**src/srecord_to_flash_pages_macros.svh**
```systemverilog
// ----------------------------------------------------------------------------
// S-record page packer assertion macros
// Concurrent checks on clk_i with reset rst_ni; empty bodies for synthesis.
// ----------------------------------------------------------------------------
`ifndef SRECORD_TO_FLASH_PAGES_MACROS_SVH
`define SRECORD_TO_FLASH_PAGES_MACROS_SVH

`ifndef SYNTHESIS
// Check a property at every clock edge outside reset.
`define S2FP_ASSERT(lbl, prop) \
  lbl: assert property (@(posedge clk_i) disable iff (!rst_ni) (prop)) \
    else $error("s2fp check failed");
// Check that cons holds in the cycle after ante.
`define S2FP_ASSERT_NEXT(lbl, ante, cons) \
  lbl: assert property (@(posedge clk_i) disable iff (!rst_ni) (ante) |=> (cons)) \
    else $error("s2fp sequence check failed");
`else
`define S2FP_ASSERT(lbl, prop)
`define S2FP_ASSERT_NEXT(lbl, ante, cons)
`endif

`endif

```
**src/s2fp_pkg.sv**
```systemverilog
// ----------------------------------------------------------------------------
// s2fp_pkg
// Shared constants, types and the hex digit decoder of the S-record packer.
// ----------------------------------------------------------------------------
package s2fp_pkg;

  localparam int unsigned PAGE_BYTES = 512;
  localparam int unsigned MAX_PAGES  = 1024;

  localparam int unsigned ADDR_W = 24;
  localparam int unsigned FILL_W = $clog2(PAGE_BYTES + 1);
  localparam int unsigned IDX_W  = $clog2(MAX_PAGES);

  localparam logic [7:0] LINE_END       = 8'd10;
  localparam logic [3:0] REC_KIND_S2    = 4'd2;
  localparam logic [7:0] COUNT_OVERHEAD = 8'd4;

  localparam logic [3:0] POS_KIND       = 4'd1;
  localparam logic [3:0] POS_COUNT_HI   = 4'd2;
  localparam logic [3:0] POS_COUNT_LO   = 4'd3;
  localparam logic [3:0] POS_ADDR_FIRST = 4'd4;
  localparam logic [3:0] POS_ADDR_LAST  = 4'd9;
  localparam logic [3:0] POS_DATA_START = 4'd10;

  typedef struct packed {
    logic [7:0]        data;
    logic [ADDR_W-1:0] addr;
  } s2fp_byte_t;

  function automatic logic [3:0] hex_value(input logic [7:0] c);
    logic [3:0] v;
    v = 4'd0;
    if (c >= "0" && c <= "9") begin
      v = 4'(c - "0");
    end else if (c >= "A" && c <= "F") begin
      v = 4'(c - "A" + 8'd10);
    end else if (c >= "a" && c <= "f") begin
      v = 4'(c - "a" + 8'd10);
    end
    return v;
  endfunction

endpackage

```
**src/s2fp_parser.sv**
```systemverilog
// ----------------------------------------------------------------------------
// s2fp_parser
// Line parser: tracks field positions, decodes data bytes and registers each
// byte of a type 2 record with its address.
// ----------------------------------------------------------------------------
`include "srecord_to_flash_pages_macros.svh"

module s2fp_parser
  import s2fp_pkg::*;
(
  input  logic       clk_i,
  input  logic       rst_ni,
  input  logic [7:0] char_in_i,
  input  logic       in_valid_i,
  output logic       in_ready_o,
  output logic       ev_valid_o,
  output s2fp_byte_t ev_o,
  input  logic       ev_ready_i
);

  logic [3:0]        pos_q, pos_d;
  logic [3:0]        kind_q, kind_d;
  logic [7:0]        remain_q, remain_d;
  logic [ADDR_W-1:0] addr_q, addr_d;
  logic [7:0]        index_q, index_d;
  logic [3:0]        high_q, high_d;
  logic              phase_q, phase_d;
  logic              in_data_q, in_data_d;
  logic              ev_valid_q, ev_valid_d;
  s2fp_byte_t        ev_q, ev_d;

  logic       accept;
  logic [3:0] v;
  logic [7:0] count;
  logic [3:0] pos_inc;

  assign in_ready_o = !ev_valid_q || ev_ready_i;
  assign accept     = in_valid_i && in_ready_o;
  assign v          = hex_value(char_in_i);
  assign count      = {high_q, v};
  assign pos_inc    = pos_q + 4'd1;

  always_comb begin
    pos_d      = pos_q;
    kind_d     = kind_q;
    remain_d   = remain_q;
    addr_d     = addr_q;
    index_d    = index_q;
    high_d     = high_q;
    phase_d    = phase_q;
    in_data_d  = in_data_q;
    ev_valid_d = ev_valid_q && !ev_ready_i;
    ev_d       = ev_q;
    if (accept) begin
      if (char_in_i == LINE_END) begin
        pos_d     = '0;
        kind_d    = '0;
        remain_d  = '0;
        addr_d    = '0;
        index_d   = '0;
        high_d    = '0;
        phase_d   = 1'b0;
        in_data_d = 1'b0;
      end else if (!in_data_q) begin
        if (pos_q == POS_KIND) begin
          kind_d = v;
        end else if (pos_q == POS_COUNT_HI) begin
          high_d = v;
        end else if (pos_q == POS_COUNT_LO) begin
          remain_d = (count >= COUNT_OVERHEAD) ? count - COUNT_OVERHEAD : 8'd0;
        end else if (pos_q >= POS_ADDR_FIRST && pos_q <= POS_ADDR_LAST) begin
          addr_d = {addr_q[ADDR_W-5:0], v};
        end
        pos_d = pos_inc;
        if (pos_inc >= POS_DATA_START) begin
          pos_d     = POS_DATA_START;
          in_data_d = 1'b1;
          index_d   = '0;
          phase_d   = 1'b0;
        end
      end else if (remain_q != 8'd0) begin
        if (!phase_q) begin
          high_d  = v;
          phase_d = 1'b1;
        end else begin
          phase_d  = 1'b0;
          index_d  = index_q + 8'd1;
          remain_d = remain_q - 8'd1;
          if (kind_q == REC_KIND_S2) begin
            ev_valid_d = 1'b1;
            ev_d.data  = {high_q, v};
            ev_d.addr  = addr_q + ADDR_W'(index_q);
          end
        end
      end
    end
  end

  always_ff @(posedge clk_i or negedge rst_ni) begin
    if (!rst_ni) begin
      pos_q      <= '0;
      kind_q     <= '0;
      remain_q   <= '0;
      addr_q     <= '0;
      index_q    <= '0;
      high_q     <= '0;
      phase_q    <= 1'b0;
      in_data_q  <= 1'b0;
      ev_valid_q <= 1'b0;
    end else begin
      pos_q      <= pos_d;
      kind_q     <= kind_d;
      remain_q   <= remain_d;
      addr_q     <= addr_d;
      index_q    <= index_d;
      high_q     <= high_d;
      phase_q    <= phase_d;
      in_data_q  <= in_data_d;
      ev_valid_q <= ev_valid_d;
    end
  end

  always_ff @(posedge clk_i) begin
    ev_q <= ev_d;
  end

  assign ev_valid_o = ev_valid_q;
  assign ev_o       = ev_q;

  `S2FP_ASSERT(a_data_pos, !in_data_q || pos_q == POS_DATA_START)
  `S2FP_ASSERT_NEXT(a_line_clear, accept && char_in_i == LINE_END,
                    pos_q == 4'd0 && !in_data_q && !phase_q)

endmodule

```
**src/s2fp_packer.sv**
```systemverilog
// ----------------------------------------------------------------------------
// s2fp_packer
// Page packer: opens pages on address gaps or full pages and registers each
// result with its page number and offset.
// ----------------------------------------------------------------------------
`include "srecord_to_flash_pages_macros.svh"

module s2fp_packer
  import s2fp_pkg::*;
(
  input  logic        clk_i,
  input  logic        rst_ni,
  input  logic        ev_valid_i,
  input  s2fp_byte_t  ev_i,
  output logic        ev_ready_o,
  output logic [7:0]  data_byte_o,
  output logic [23:0] byte_address_o,
  output logic [9:0]  page_number_o,
  output logic [8:0]  page_offset_o,
  output logic        new_page_o,
  output logic        page_overflow_o,
  output logic        out_valid_o,
  input  logic        out_ready_i
);

  localparam logic [FILL_W-1:0] FillMax = FILL_W'(PAGE_BYTES);
  localparam logic [IDX_W-1:0]  IdxMax  = IDX_W'(MAX_PAGES - 1);

  logic [ADDR_W:0]   base_q, base_d;
  logic [FILL_W-1:0] fill_q, fill_d;
  logic [IDX_W-1:0]  idx_q, idx_d;
  logic              out_valid_q, out_valid_d;

  logic [7:0]        data_q;
  logic [ADDR_W-1:0] addr_q;
  logic [9:0]        number_q, number_d;
  logic [8:0]        offset_q, offset_d;
  logic              opened_q, opened_d;
  logic              ovf_q, ovf_d;

  logic              load;
  logic              contiguous;
  logic [FILL_W-1:0] fill_sel;
  logic [ADDR_W:0]   base_sel;

  assign ev_ready_o = !out_valid_q || out_ready_i;
  assign load       = ev_valid_i && ev_ready_o;
  assign contiguous = ({1'b0, ev_i.addr} == base_q) && (fill_q < FillMax);

  always_comb begin
    idx_d       = idx_q;
    opened_d    = 1'b0;
    ovf_d       = 1'b0;
    fill_sel    = fill_q;
    base_sel    = base_q;
    if (!contiguous) begin
      opened_d = 1'b1;
      fill_sel = '0;
      base_sel = {1'b0, ev_i.addr};
      if (idx_q >= IdxMax) begin
        idx_d = IdxMax;
        ovf_d = 1'b1;
      end else begin
        idx_d = idx_q + 1'b1;
      end
    end
    number_d    = 10'(idx_d);
    offset_d    = 9'(fill_sel);
    fill_d      = fill_sel + 1'b1;
    base_d      = base_sel + 1'b1;
    out_valid_d = load || (out_valid_q && !out_ready_i);
  end

  always_ff @(posedge clk_i or negedge rst_ni) begin
    if (!rst_ni) begin
      base_q      <= '0;
      fill_q      <= '0;
      idx_q       <= '0;
      out_valid_q <= 1'b0;
    end else begin
      out_valid_q <= out_valid_d;
      if (load) begin
        base_q <= base_d;
        fill_q <= fill_d;
        idx_q  <= idx_d;
      end
    end
  end

  always_ff @(posedge clk_i) begin
    if (load) begin
      data_q   <= ev_i.data;
      addr_q   <= ev_i.addr;
      number_q <= number_d;
      offset_q <= offset_d;
      opened_q <= opened_d;
      ovf_q    <= ovf_d;
    end
  end

  assign data_byte_o     = data_q;
  assign byte_address_o  = addr_q;
  assign page_number_o   = number_q;
  assign page_offset_o   = offset_q;
  assign new_page_o      = opened_q;
  assign page_overflow_o = ovf_q;
  assign out_valid_o     = out_valid_q;

  `S2FP_ASSERT(a_fill_bound, fill_q <= FillMax && fill_q != '0 || idx_q == '0)
  `S2FP_ASSERT(a_ovf_opens, !out_valid_q || !ovf_q || opened_q)
  `S2FP_ASSERT_NEXT(a_page_step, load && !contiguous && idx_q < IdxMax,
                    idx_q == $past(idx_q) + 1'b1 && fill_q == FILL_W'(1))

endmodule

```
**src/srecord_to_flash_pages.sv**
```systemverilog
// ----------------------------------------------------------------------------
// srecord_to_flash_pages
// Type 2 S-record byte extractor and flash page packer.
// ----------------------------------------------------------------------------
// Usage:
//   The input channel takes one ASCII character of an S-record image per
//   request; character 10 ends a line. Each data byte of a type 2 record
//   comes out on the result channel with its 24-bit address, the page that
//   receives it, its offset in that page and flags for a page opening and
//   for page index saturation. Other characters give no result.
//   One character is taken every cycle while in_ready_o is high. A result
//   goes valid once the low digit of its byte has passed through the
//   parser register and then the packer result register.
//   Reset clears the line state, the page index, the fill count and the
//   next expected address (zero), and empties both registers.
//   When the receiver stalls, the held result stays put; one more decoded
//   byte waits in the parser register and in_ready_o drops only when that
//   register is also full, so characters that give no byte keep flowing
//   until the next byte is decoded.
// ----------------------------------------------------------------------------
module srecord_to_flash_pages
  import s2fp_pkg::*;
(
  input  logic        clk_i,
  input  logic        rst_ni,
  input  logic [7:0]  char_in_i,
  input  logic        in_valid_i,
  output logic        in_ready_o,
  output logic [7:0]  data_byte_o,
  output logic [23:0] byte_address_o,
  output logic [9:0]  page_number_o,
  output logic [8:0]  page_offset_o,
  output logic        new_page_o,
  output logic        page_overflow_o,
  output logic        out_valid_o,
  input  logic        out_ready_i
);

  logic       ev_valid;
  logic       ev_ready;
  s2fp_byte_t ev;

  s2fp_parser u_parser (
    .clk_i      (clk_i),
    .rst_ni     (rst_ni),
    .char_in_i  (char_in_i),
    .in_valid_i (in_valid_i),
    .in_ready_o (in_ready_o),
    .ev_valid_o (ev_valid),
    .ev_o       (ev),
    .ev_ready_i (ev_ready)
  );

  s2fp_packer u_packer (
    .clk_i           (clk_i),
    .rst_ni          (rst_ni),
    .ev_valid_i      (ev_valid),
    .ev_i            (ev),
    .ev_ready_o      (ev_ready),
    .data_byte_o     (data_byte_o),
    .byte_address_o  (byte_address_o),
    .page_number_o   (page_number_o),
    .page_offset_o   (page_offset_o),
    .new_page_o      (new_page_o),
    .page_overflow_o (page_overflow_o),
    .out_valid_o     (out_valid_o),
    .out_ready_i     (out_ready_i)
  );

endmodule

```
**config.mk**
```make
export PLATFORM = sky130hd
export DESIGN_NAME = srecord_to_flash_pages
export DESIGN_NICKNAME = d
export VERILOG_FILES = /design/src/s2fp_pkg.sv /design/src/s2fp_parser.sv /design/src/s2fp_packer.sv /design/src/srecord_to_flash_pages.sv
export VERILOG_INCLUDE_DIRS = /design/src /design/src/src
export SDC_FILE = /design/constraint.sdc
export NUM_CORES = 1
export LEC_CHECK = 0
export BUFFER_PORTS_ARGS = -buffer_cell sky130_fd_sc_hd__buf_2
export CAP_MARGIN = 20
export CORE_MARGIN = 1
export CORE_UTILIZATION = 50
export DETAILED_ROUTE_END_ITERATION = 8
export PLACE_DENSITY = 0.68
export REMOVE_ABC_BUFFERS = 1
export SKIP_CTS_REPAIR_TIMING = 1
export SYNTH_ARGS = -nofsm -noshare
export SYNTH_HDL_FRONTEND = slang
export SYNTH_SLANG_ARGS = --single-unit
```
**constraint.sdc**
```tcl
create_clock -name clk_i -period 13 [get_ports clk_i]
set_clock_uncertainty 0.1 [all_clocks]
set_input_delay 0.65 -clock clk_i [delete_from_list [all_inputs] [get_ports clk_i]]
set_output_delay 0.65 -clock clk_i [all_outputs]
set_load 0.01 [all_outputs]
```
== After elaboration in Yosys (flattened, before gate mapping) ==
Index checks and enable logic that the tools add are counted.

* Reduce and logical (&&, ||, !) cells: 30
* Add/subtract/negate cells: 13
* Eq/ne operators: 15
* Order comparisons: 12
* Multiply operators: 0
* Mux-type cells: 54
* Shift operators: 0
* Divide/modulo/power cells: 0
* Bitwise operators: 1

{| class="wikitable"
|+ Operators with widths
! kind !! number
|-
| two-way mux 24 bit || 6
|-
| two-way mux 8 bit || 13
|-
| two-way mux 4 bit || 15
|-
| two-way mux 10 bit || 3
|-
| adder 25 x 1 -> 25 bit (second input constant) || 1
|-
| equality test 24 x 25 -> 1 bit || 1
|-
| two-way mux 25 bit || 1
|-
| adder 24 x 8 -> 24 bit || 1
|-
| adder 10 x 1 -> 10 bit (second input constant) || 2
|-
| AND reduction 6 bit || 3
|-
| greater-or-equal comparator 8 x 7 -> 1 bit (second input constant) || 2
|-
| less-or-equal comparator 8 x 7 -> 1 bit (second input constant) || 2
|-
| two-way mux 1 bit || 16
|-
| equality test 4 x 2 -> 1 bit (second input constant) || 3
|-
| subtractor 4 x 1 -> 4 bit (second input constant) || 3
|-
| greater-or-equal comparator 10 bit (second input constant) || 1
|-
| < comparator 10 bit (second input constant) || 1
|-
| logical AND 1 bit || 9
|-
| nonzero test 3 bit || 3
|-
| adder 4 bit (second input constant) || 2
|-
| adder 8 x 1 -> 8 bit (second input constant) || 1
|-
| equality test 8 x 4 -> 1 bit (second input constant) || 1
|-
| greater-or-equal comparator 8 x 3 -> 1 bit (second input constant) || 1
|-
| greater-or-equal comparator 8 x 6 -> 1 bit (second input constant) || 1
|-
| 22 further kinds || 33
|}

* Bits in latches: 0
* Word-level logic and storage cells: 146
* Register bits: 186
* Output and inout bits: 55
* Memories kept: 0
* ROM bits: 0
* Memory bits (writable): 0

== Depth between registers and ports, before layout ==
Gate-level depths: netlist of run 1.

* Depth after elaboration: 12
* Gate-level depth with buffers: 13
* Gate-level depth less buffers: 12

== By module ==
From an unflattened synthesis of run 1, not the netlist that was laid out.

* Cell total of the unflattened synthesis: 857
* Area total of the unflattened synthesis: 9471.6 µm²

{| class="wikitable"
|+ By module, submodules not included
! module !! seq. area each (µm²) !! area each (µm²) !! instances !! cells each
|-
| s2fp_parser || 2337.2 || 4835.9 || 1 || 461
|-
| s2fp_packer || 2742.6 || 4635.7 || 1 || 396
|}

== Worst setup path after synthesis of run 1 ==
Ideal clock, no wire load.

* Kind: input to register
* Start: input port char_in_i[0]
* End: register u_parser.ev_q, in the netlist u_parser.ev_o[0], enable pin
* Setup time: 0.504 ns
* Required time: 12.396 ns
* Path slack: 7.588 ns
* Cell stages on the path: 6
* Buffers on the path: 0
* Data arrival time: 4.808 ns
* Path through: inv_1 ha_1 nor3b_2 a21boi_2 nand2_1 nor4_1

* Cells in the longest elaborated chain, start to end: 3

{| class="wikitable"
|+ RTL lines
! what !! RTL line !! source
|-
| from (decl) || srecord_to_flash_pages.sv:26 || <nowiki>input logic [7:0] char_in_i,</nowiki>
|-
| equality test 8 x 4 -> 1 bit || s2fp_parser.sv:55 || <nowiki>if (char_in_i == LINE_END) begin</nowiki>
|-
| inverter 1 bit (no line) || -- ||
|-
| AND reduction 6 bit (no line) || -- ||
|-
| to (signal assigned) || s2fp_parser.sv:124 || <nowiki>ev_q <= ev_d;</nowiki>
|-
| to (decl) || s2fp_parser.sv:30 || <nowiki>s2fp_byte_t ev_q, ev_d;</nowiki>
|}

No other way between the ends.
A chain may end at the register's enable or synchronous reset.

== Final worst setup path of run 1 ==
* Start: register u_parser.ev_q, in the netlist u_parser.ev_o[2]
* End: register u_packer.fill_q[8]

* Cells in the longest elaborated chain, start to end: 4

{| class="wikitable"
|+ RTL lines
! what !! RTL line !! source
|-
| equality test 24 x 25 -> 1 bit || s2fp_packer.sv:48 || <nowiki>assign contiguous = ({1'b0, ev_i.addr} == base_q) && (fill_q < FillMax);</nowiki>
|-
| logical AND 1 bit || s2fp_packer.sv:48 ||
|-
| two-way mux 10 bit || s2fp_packer.sv:56 || <nowiki>if (!contiguous) begin</nowiki>
|-
| via u_packer.fill_sel[0] || s2fp_packer.sv:43 || <nowiki>logic [FILL_W-1:0] fill_sel;</nowiki>
|-
| adder 10 x 1 -> 10 bit || s2fp_packer.sv:69 || <nowiki>fill_d = fill_sel + 1'b1;</nowiki>
|-
| to (signal assigned) || s2fp_packer.sv:84 || <nowiki>fill_q <= fill_d;</nowiki>
|-
| to (decl) || s2fp_packer.sv:30 || <nowiki>logic [FILL_W-1:0] fill_q, fill_d;</nowiki>
|}

The timed path passes the listed nets, and every way through them passes these cells.

==> results.py, run 1 <==
metrics = {
    "floorplan": {
        "fp.dieW_microns": 138,
        "dieHeight_microns": 138,
        "start_util": 0.512,
        "design.core.area_sq_um": 18000,
        "dieArea_sq_um": 18900,
        "row_count": 49,
        "pin_count": 67,
    },
    "global_route": {
        "grt_pass1_wl_mm": 30.5,
        "grt_antenna_before_repair": 0,
        "grt_max_degree": 67,
        "gr-usage-all-layers": 0.210,
        "gr-total-overflow": 0,
        "grt_pass1_vias": 6142,
    },
    "min_path": {
        "worstHoldPathType": "in2async",
    },
    "placed_design": {
        "dp_hpwl_mm": 12.5,
        "place_congestion": 0.827,
        "portBuffers": 66,
        "place_area_sq_um": 9720,
    },
    "cts": {
        "cts_tree": "done",
        "cts.clk_slew.worst_paths_ps": 70,
        "h-tree-depth": 4,
        "root_buffer": "clkbuf_16",
        "cts.sinks": 186,
        "clk_latency_ps": 430,
        "cts_buffer_depth": 2,
        "cts_buffers": 17,
    },
    "setup_path": {
        "crit_top_cell": "and3_1",
        "rr_endpoint": "u_packer.fill_q[8]",
        "crit_path_end_kind": "register",
        "worstSetupPathType": "reg2reg",
        "cp_max_fo": 32,
        "critical_path.cell_chain": "xor2_1 -> nor4_1 -> nand4_1 -> nor2_2 -> buf_4 -> and2_1 -> ha_1 -> and3_1 -> and3_1 -> nand3_1 -> a21o_1 -> a32o_1",
        "rr_startpoint": "u_parser.ev_o[2]",
        "slowest_delay_ps": 510,
        "cp_top_family": "simple AND/OR/NAND/NOR gates",
        "r2r_cells": 12,
        "cp.depth": 12,
        "slowest_stage": "edfxtp_1",
        "crit_end": "u_packer.fill_q[8]",
        "worstSetupStartpointType": "register",
        "path_buf_inv": 1,
        "required_ps": 13210,
        "cp-startpoint": "u_parser.ev_o[2]",
        "r2r_slack_ps": 9480,
        "cp_data_arrival_time_ps": 3740,
    },
    "timing": {
        "fin_crit_sh": 0.271,
        "slew_violations": 0,
        "final-hold-violation-count": 0,
        "setup_viol": 0,
        "period_needed_ps": 3520,
        "rsz0062_at_grt": "no",
        "achievable-frequency_ghz": 0.284,
        "tightest_slew_ps": 976,
        "relSlewSlack": 0.348,
        "fin_tns_setup_ps": 0,
    },
    "logic_synthesis": {
        "yosys.area.top_type": "edfxtp_1",
        "async_flop_share": 0.543,
        "synthTopCellsByCount": "130 x nand2_1, 101 x dfrtp_1, 85 x edfxtp_1",
        "postSynthCellCount": 862,
        "yosysUniqueCellTypes": 67,
        "ys_ff_latch": 186,
        "yosysSeqAreaShare": 0.553,
        "synth.top_cell.area_share": 0.278,
        "avgSynthCellArea_sq_um": 10.7,
        "ys_warn_count": 0,
        "synth_most_common_cell": "nand2_1",
        "synth_edf_count": 85,
        "synth_area_leaders": "edfxtp_1 28%, dfrtp_1 27%, nand2_1 5.3%",
        "synth_ff_type": "dfrtp_1",
        "syn_area_sq_um": 9190,
    },
    "power": {
        "finalPower_mw": 1.49,
        "irDropWorstVdd_mv": 0.0937,
        "p_per_area_nw_per_um2": 144,
        "leakagePower_nw": 4.38,
    },
    "run": {
        "cap_violations": 0,
    },
    "drt": {
        "wl_per_cell_microns": 16.0,
        "wirelength_mm": 18.6,
        "via_per_inst": 5.52,
        "drc_errors": 0,
        "first_iter_violations": 409,
        "first_pass_iters": 4,
        "num_vias": 6420,
        "antenna_left": 0,
    },
    "layout": {
        "stdcell_area_sq_um": 10300,
        "nets": 958,
        "drive_gt1_frac": 0.147,
        "area_delta_synth_final_pct": 12.5,
        "antenna_cells": 0,
    },
    "outcome": {
        "status": "complete, no violations",
    },
}
## registers in the layout (all words and copies together), names as in the netlist
name / count
u_packer.idx_q: 10
u_parser.index_q: 8
u_parser.in_data_q: 1
u_parser.addr_q: 24
u_packer.fill_q: 10
u_parser.remain_q: 8
u_packer.byte_address_o: 24
u_packer.page_offset_o: 9
u_parser.high_q: 4
u_packer.page_overflow_o: 1
u_parser.ev_valid_o: 1
u_parser.kind_q: 4
u_packer.data_byte_o: 8
u_parser.pos_q: 4
u_packer.page_number_o: 10
u_parser.phase_q: 1
u_parser.ev_o: 32
u_packer.new_page_o: 1
u_packer.out_valid_o: 1
u_packer.base_q: 25
## layer usage
layer,track usage,wire (microns),up-vias
li1,-,-,3185
met1,0.274,8710,3094
met2,0.343,8850,120
met3,0.0438,662,21
met4,0.0775,339,0
met5,0,0,-
## layout by cell type, fill, tap and decap left out, types with 16 or more instances in the layout
cell type,n
nand2_1,129
dfrtp_1,101
edfxtp_1,85
buf_2,65
o21ai_0,61
nand3_1,50
xor2_1,48
nor2_1,44
a21oi_1,37
xnor2_1,30
inv_1,27
nor3_1,26
ha_1,24
clkbuf_16,17
and2_1,16
mux2_2,16
## how the worst min path moves through the flow
stage                                 start                 endpoint  slack [ps]  cells past startpoint
after floorplan                      rst_ni       u_packer.base_q[0]         250                      0
after global placement    u_parser.ev_o[30]  u_packer.data_byte_o[6]         300                      0
after detailed placement  u_parser.ev_o[26]  u_packer.data_byte_o[2]         310                      0
after CTS                            rst_ni       u_packer.base_q[1]         110                      1
after global routing                 rst_ni      u_packer.base_q[14]         130                      1
final                                rst_ni       u_packer.base_q[1]          90                      1
## per-stage QoR
| step | util | hold WS (ps) | worst slack (ps) | cells |
|---|---|---|---|---|
| 2_1_floorplan | - | 254 | 7590 | 830 |
| 3_3_place_gp | 0.541 | 301 | 9440 | 1131 |
| 3_5_place_dp | 0.541 | 305 | 9340 | 1131 |
| 4_1_cts | 0.576 | 107 | 9500 | 1163 |
| 5_1_grt | 0.576 | 128 | 9290 | 1163 |
| 6_report | 0.576 | 90.7 | 9480 | 1163 |
## power breakdown
group / internal, mW / switching, mW
logic: 0.0940 / 0.122
clock network: 0.328 / 0.219
registers: 0.667 / 0.0621
total: 1.09 / 0.402
## final cells by class
type	count	area, sq um
clock inverter	10	166
timing repair buffer	72	378
inverter	28	105
tap	229	287
sequential	186	5080
multi-input combinational	616	3870
clock buffer	22	454
fill	1565	7620
## logic make-up after synthesis
logic type | count (synthesis) | share of synthesized area
simple gates | 340 | 0.181
flops | 186 | 0.553
compound gates | 155 | 0.108
xor+xnor | 78 | 0.0743
buf+inv | 60 | 0.0272
fa+ha+maj | 25 | 0.0348
mux | 18 | 0.0218
No activity file was read; power rests on OpenSTA's default activity.
==> run 2, diff against run 1 <==
==> constraint.sdc (replaced) <==
create_clock -name clk_i -period 3.3 [get_ports clk_i]
set_clock_uncertainty 0.1 [all_clocks]
set_input_delay 0.165 -clock clk_i [delete_from_list [all_inputs] [get_ports clk_i]]
set_output_delay 0.165 -clock clk_i [all_outputs]
set_load 0.01 [all_outputs]
==> results.py, run 2 (synthesis results as in run 1) <==
metrics = {
    "outcome": {
        "status": "complete, no violations",
    },
    "placed_design": {
        "dp_hpwl_mm": 13.2,
        "portBuffers": 66,
        "place_area_sq_um": 9850,
        "place_congestion": 0.871,
        "dp_cells": 1145,
    },
    "global_route": {
        "grt_pass1_vias": 6235,
        "grt_pass1_wl_mm": 31.3,
        "gr-usage-all-layers": 0.216,
        "gr-total-overflow": 0,
        "grt_max_degree": 55,
        "grt_antenna_before_repair": 0,
    },
    "floorplan": {
        "dieArea_sq_um": 18900,
        "pin_count": 67,
        "row_count": 49,
        "start_util": 0.512,
        "design.core.area_sq_um": 18000,
        "dieHeight_microns": 138,
        "fp.dieW_microns": 138,
    },
    "timing": {
        "relSlewSlack": 0.535,
        "achievable-frequency_ghz": 0.324,
        "rsz0062_at_grt": "no",
        "period_needed_ps": 3080,
        "final-hold-violation-count": 0,
        "tightest_slew_ps": 692,
        "slew_violations": 0,
        "setup_viol": 0,
        "fin_crit_sh": 0.935,
    },
    "layout": {
        "final_cell_count_no_fill": 1179,
        "stdcell_area_sq_um": 10500,
        "final_common_cell": "nand2_1",
        "nets": 974,
        "final_cell_mix": "129 x nand2_1, 101 x dfrtp_1, 85 x edfxtp_1",
        "fillers": 1517,
        "multiInputGateArea_sq_um": 3890,
        "drive_gt1_frac": 0.163,
        "largest_reg_flops": 32,
        "area_delta_synth_final_pct": 14.2,
        "antenna_cells": 0,
        "area.sequential_sq_um": 5080,
    },
    "cts": {
        "root_buffer": "clkbuf_16",
        "h-tree-depth": 4,
        "cts.clk_slew.worst_paths_ps": 70,
        "cts_buffer_depth": 2,
        "cts.sinks": 186,
        "cts_buffers": 17,
        "cts_tree": "done",
        "clk_latency_ps": 430,
    },
    "setup_path": {
        "slowest_stage": "edfxtp_1",
        "critical_path.cell_chain": "xor2_1 -> nor4_1 -> nand4_1 -> nor2_2 -> and2_1 -> ha_1 -> and3_1 -> and3_1 -> nand3_1 -> a21o_1 -> a32o_1",
        "cp_data_arrival_time_ps": 3300,
        "required_ps": 3520,
        "worstSetupPathType": "reg2reg",
        "cp_max_fo": 5,
        "worstSetupStartpointType": "register",
        "crit_top_cell": "and3_1",
        "crit_path_end_kind": "register",
        "slowest_delay_ps": 490,
    },
    "power": {
        "finalPower_mw": 5.83,
        "irDropWorstVdd_mv": 0.408,
        "p_per_area_nw_per_um2": 556,
        "leakagePower_nw": 4.46,
    },
    "drt": {
        "top_layer": "met4",
        "first_iter_violations": 502,
        "wirelength_mm": 19.2,
        "route.met2.wl_mm": 9.47,
        "via_per_inst": 5.55,
        "num_vias": 6543,
        "wl_per_cell_microns": 16.3,
        "antenna_left": 0,
        "drc_errors": 0,
        "wl_met3_microns": 848,
        "first_pass_iters": 5,
        "met1_length_mm": 8.72,
    },
    "run": {
        "cap_violations": 0,
    },
    "min_path": {
        "worstHoldPathType": "in2reg",
    },
}
## run 2: cell count changes in the layout (fill, tap and decap cells not counted), sizes merged
| cell | before | now |
|---|---|---|
| clkinv | 3 | 5 |
| clkbuf | 22 | 23 |
| dlygate4sd3 | 0 | 2 |
| bufinv | 4 | 2 |
| clkinvlp | 2 | 1 |
| buf | 72 | 86 |
## run 2: worst paths after layout
check                      slack, ps  cells after the start                 endpoint               from
setup reg to reg                 220                     11       u_packer.fill_q[8]   u_parser.ev_o[7]
hold reg to reg                  310                      0  u_packer.data_byte_o[4]  u_parser.ev_o[28]
max in group asynchronous       2130                      3       u_parser.high_q[3]             rst_ni
min in group asynchronous        230                      2      u_packer.base_q[10]             rst_ni
hold / removal                   130                      3        u_parser.ev_o[25]       char_in_i[1]
setup / recovery                 220                     11       u_packer.fill_q[8]   u_parser.ev_o[7]
## run 2: metrics by stage
step | worst slack, ps | utilization | hold WS (ps) | TNS, ps
floorplan | -1710 | - | -231 | -58440
global placement | 239 | 0.549 | 159 | 0
detailed placement | 102 | 0.549 | 162 | 0
CTS | 197 | 0.583 | -298 | 0
global route | 30.2 | 0.584 | 169 | 0
finish | 215 | 0.584 | 129 | 0
## run 2: critical path, delay by kind of cell (launching register included)
kind                     cells  cell delay (ps)
flip-flops                   1              490
AO/OA/AOI/OAI                2              380
XOR/XNOR                     1              190
adder cells (fa/ha/maj)      1              200
AND/OR/NAND/NOR              7             1620
## run 2: power by group
part | total [mW] | internal [mW] | leakage, nW | switching (mW)
Clock | 2.09 | 1.22 | 0.299 | 0.863
Sequential | 2.87 | 2.63 | 2.14 | 0.241
Combinational | 0.876 | 0.382 | 2.03 | 0.495
## run 2: cell type report
cell class                      count  share of cell area
Sequential cell                   186               0.484
Timing Repair Buffer               88              0.0503
Inverter                           28              0.0100
Clock buffer                       23              0.0476
Clock inverter                      9              0.0105
Multi-Input combinational cell    616               0.370
Tap cell                          229              0.0273
## run 2: metal layers
layer  global-route usage  vias up
met1                0.283     3170
met5                    0        -
met2                0.356      138
li1                     -     3217
met3               0.0522       18
met4               0.0598        0
==> run 3, diff against run 2 <==
--- a/config.mk
+++ b/config.mk
@@ -10,6 +10,7 @@
 export CAP_MARGIN = 20
 export CORE_MARGIN = 1
 export CORE_UTILIZATION = 50
+export CTS_BUF_LIST = sky130_fd_sc_hd__clkbuf_4
 export DETAILED_ROUTE_END_ITERATION = 8
 export PLACE_DENSITY = 0.68
 export REMOVE_ABC_BUFFERS = 1
==> results.py, run 3 (synthesis results as in run 1) <==
metrics = {
    "placed_design": {
        "dp_hpwl_mm": 13.2,
        "portBuffers": 66,
        "dpl_worst_slack_ps": 102,
        "place_congestion": 0.871,
    },
    "floorplan": {
        "fp.dieW_microns": 138,
        "pin_count": 67,
        "dieHeight_microns": 138,
        "start_util": 0.512,
        "dieArea_sq_um": 18900,
        "design.core.area_sq_um": 18000,
        "row_count": 49,
    },
    "timing": {
        "slew_violations": 0,
        "rsz0062_at_grt": "no",
        "relSlewSlack": 0.525,
        "fin_crit_sh": 0.938,
        "achievable-frequency_ghz": 0.323,
        "fin_ws_ps": 205,
        "period_needed_ps": 3090,
        "setup_viol": 0,
        "tightest_slew_ps": 708,
        "final-hold-violation-count": 1,
        "whs_ps": -11.8,
    },
    "global_route": {
        "gr-usage-all-layers": 0.209,
        "grt_pass1_wl_mm": 30.6,
        "grt_max_degree": 55,
        "grt_antenna_before_repair": 0,
        "gr-total-overflow": 0,
        "grt_pass1_vias": 6131,
    },
    "power": {
        "p_per_area_nw_per_um2": 493,
        "finalPower_mw": 5.02,
        "leakagePower_nw": 4.33,
        "irDropWorstVdd_mv": 0.293,
    },
    "cts": {
        "cts.clk_slew.worst_paths_ps": 140,
        "cts_buffer_depth": 2,
        "cts_tree": "done",
        "clk_latency_ps": 560,
        "cts.sinks": 186,
        "root_buffer": "clkbuf_4",
        "h-tree-depth": 4,
        "cts_buffers": 17,
    },
    "layout": {
        "final_cell_mix": "129 x nand2_1, 101 x dfrtp_1, 85 x edfxtp_1",
        "largest_reg_flops": 32,
        "nets": 974,
        "drive_gt1_frac": 0.163,
        "fillers": 1575,
        "area_delta_synth_final_pct": 10.8,
        "final_common_cell": "nand2_1",
        "multiInputGateArea_sq_um": 3890,
        "area.sequential_sq_um": 5080,
    },
    "drt": {
        "antenna_left": 0,
        "first_pass_iters": 4,
        "via_per_inst": 5.51,
        "wirelength_mm": 18.7,
        "drc_errors": 0,
        "wl_per_cell_microns": 15.9,
        "num_vias": 6500,
        "first_iter_violations": 491,
    },
    "setup_path": {
        "required_ps": 3660,
        "crit_path_end_kind": "register",
        "worstSetupPathType": "reg2reg",
        "cp_max_fo": 5,
        "cp_data_arrival_time_ps": 3450,
        "worstSetupStartpointType": "register",
        "r2r_cells": 11,
    },
    "outcome": {
        "status": "finished with violations",
        "violations": "hold timing",
    },
    "min_path": {
        "hold_depth": 3,
        "worstHoldPathType": "in2reg",
    },
    "run": {
        "cap_violations": 0,
    },
}
==> run 3: critical path, cell delays in order (launching register included) <==
cell      delay, ps
edfxtp_1        520
xor2_1          190
nor4_1          450
nand4_1         230
nor2_2          230
and2_1          170
ha_1            200
and3_1          220
and3_1          210
nand3_1         110
a21o_1          190
a32o_1          190
==> run 3: path summary, 6_finish.rpt <==
check / start / to / slack [ps]
setup / recovery: u_parser.ev_o[7] / u_packer.fill_q[8] / 210
hold / removal: char_in_i[1] / u_parser.ev_o[25] / -10
setup reg to reg: u_parser.ev_o[7] / u_packer.fill_q[8] / 210
hold reg to reg: u_parser.ev_o[28] / u_packer.data_byte_o[4] / 310
max in group asynchronous: rst_ni / u_parser.high_q[3] / 2280
min in group asynchronous: rst_ni / u_packer.base_q[4] / 80
==> run 3: stage by stage <==
step / cells / cell area, sq um / hold slack, ps / setup TNS (ps) / utilization
floorplan: 830 / 9050 / -231 / -58440 / -
global placement: 1145 / 9850 / 159 / 0 / 0.549
detailed placement: 1145 / 9850 / 162 / 0 / 0.549
CTS: 1177 / 10100 / -470 / 0 / 0.565
global route: 1179 / 10200 / 6.75 / 0 / 0.567
finish: 1180 / 10200 / -11.8 / 0 / 0.567
==> run 3: cell type report <==
type                       count  share of cell area
sequential                   186               0.499
multi-input combinational    616               0.382
timing repair buffer          88              0.0519
tap                          229              0.0281
clock inverter                13              0.0149
clock buffer                  19              0.0140
inverter                      28              0.0103
antenna                        1            0.000246
==> run 3: per-layer routing <==
metal,vias to the layer above,share of wire,track usage
met5,-,0,0
met4,0,0.0085,0.0568
met3,11,0.044,0.0423
met2,128,0.49,0.341
met1,3138,0.46,0.283
li1,3223,-,-
==> run 3: report_power, final <==
group | switching, mW | internal, mW | total, mW
clock | 0.757 | 0.537 | 1.29
combinational | 0.487 | 0.381 | 0.868
sequential | 0.237 | 2.62 | 2.86
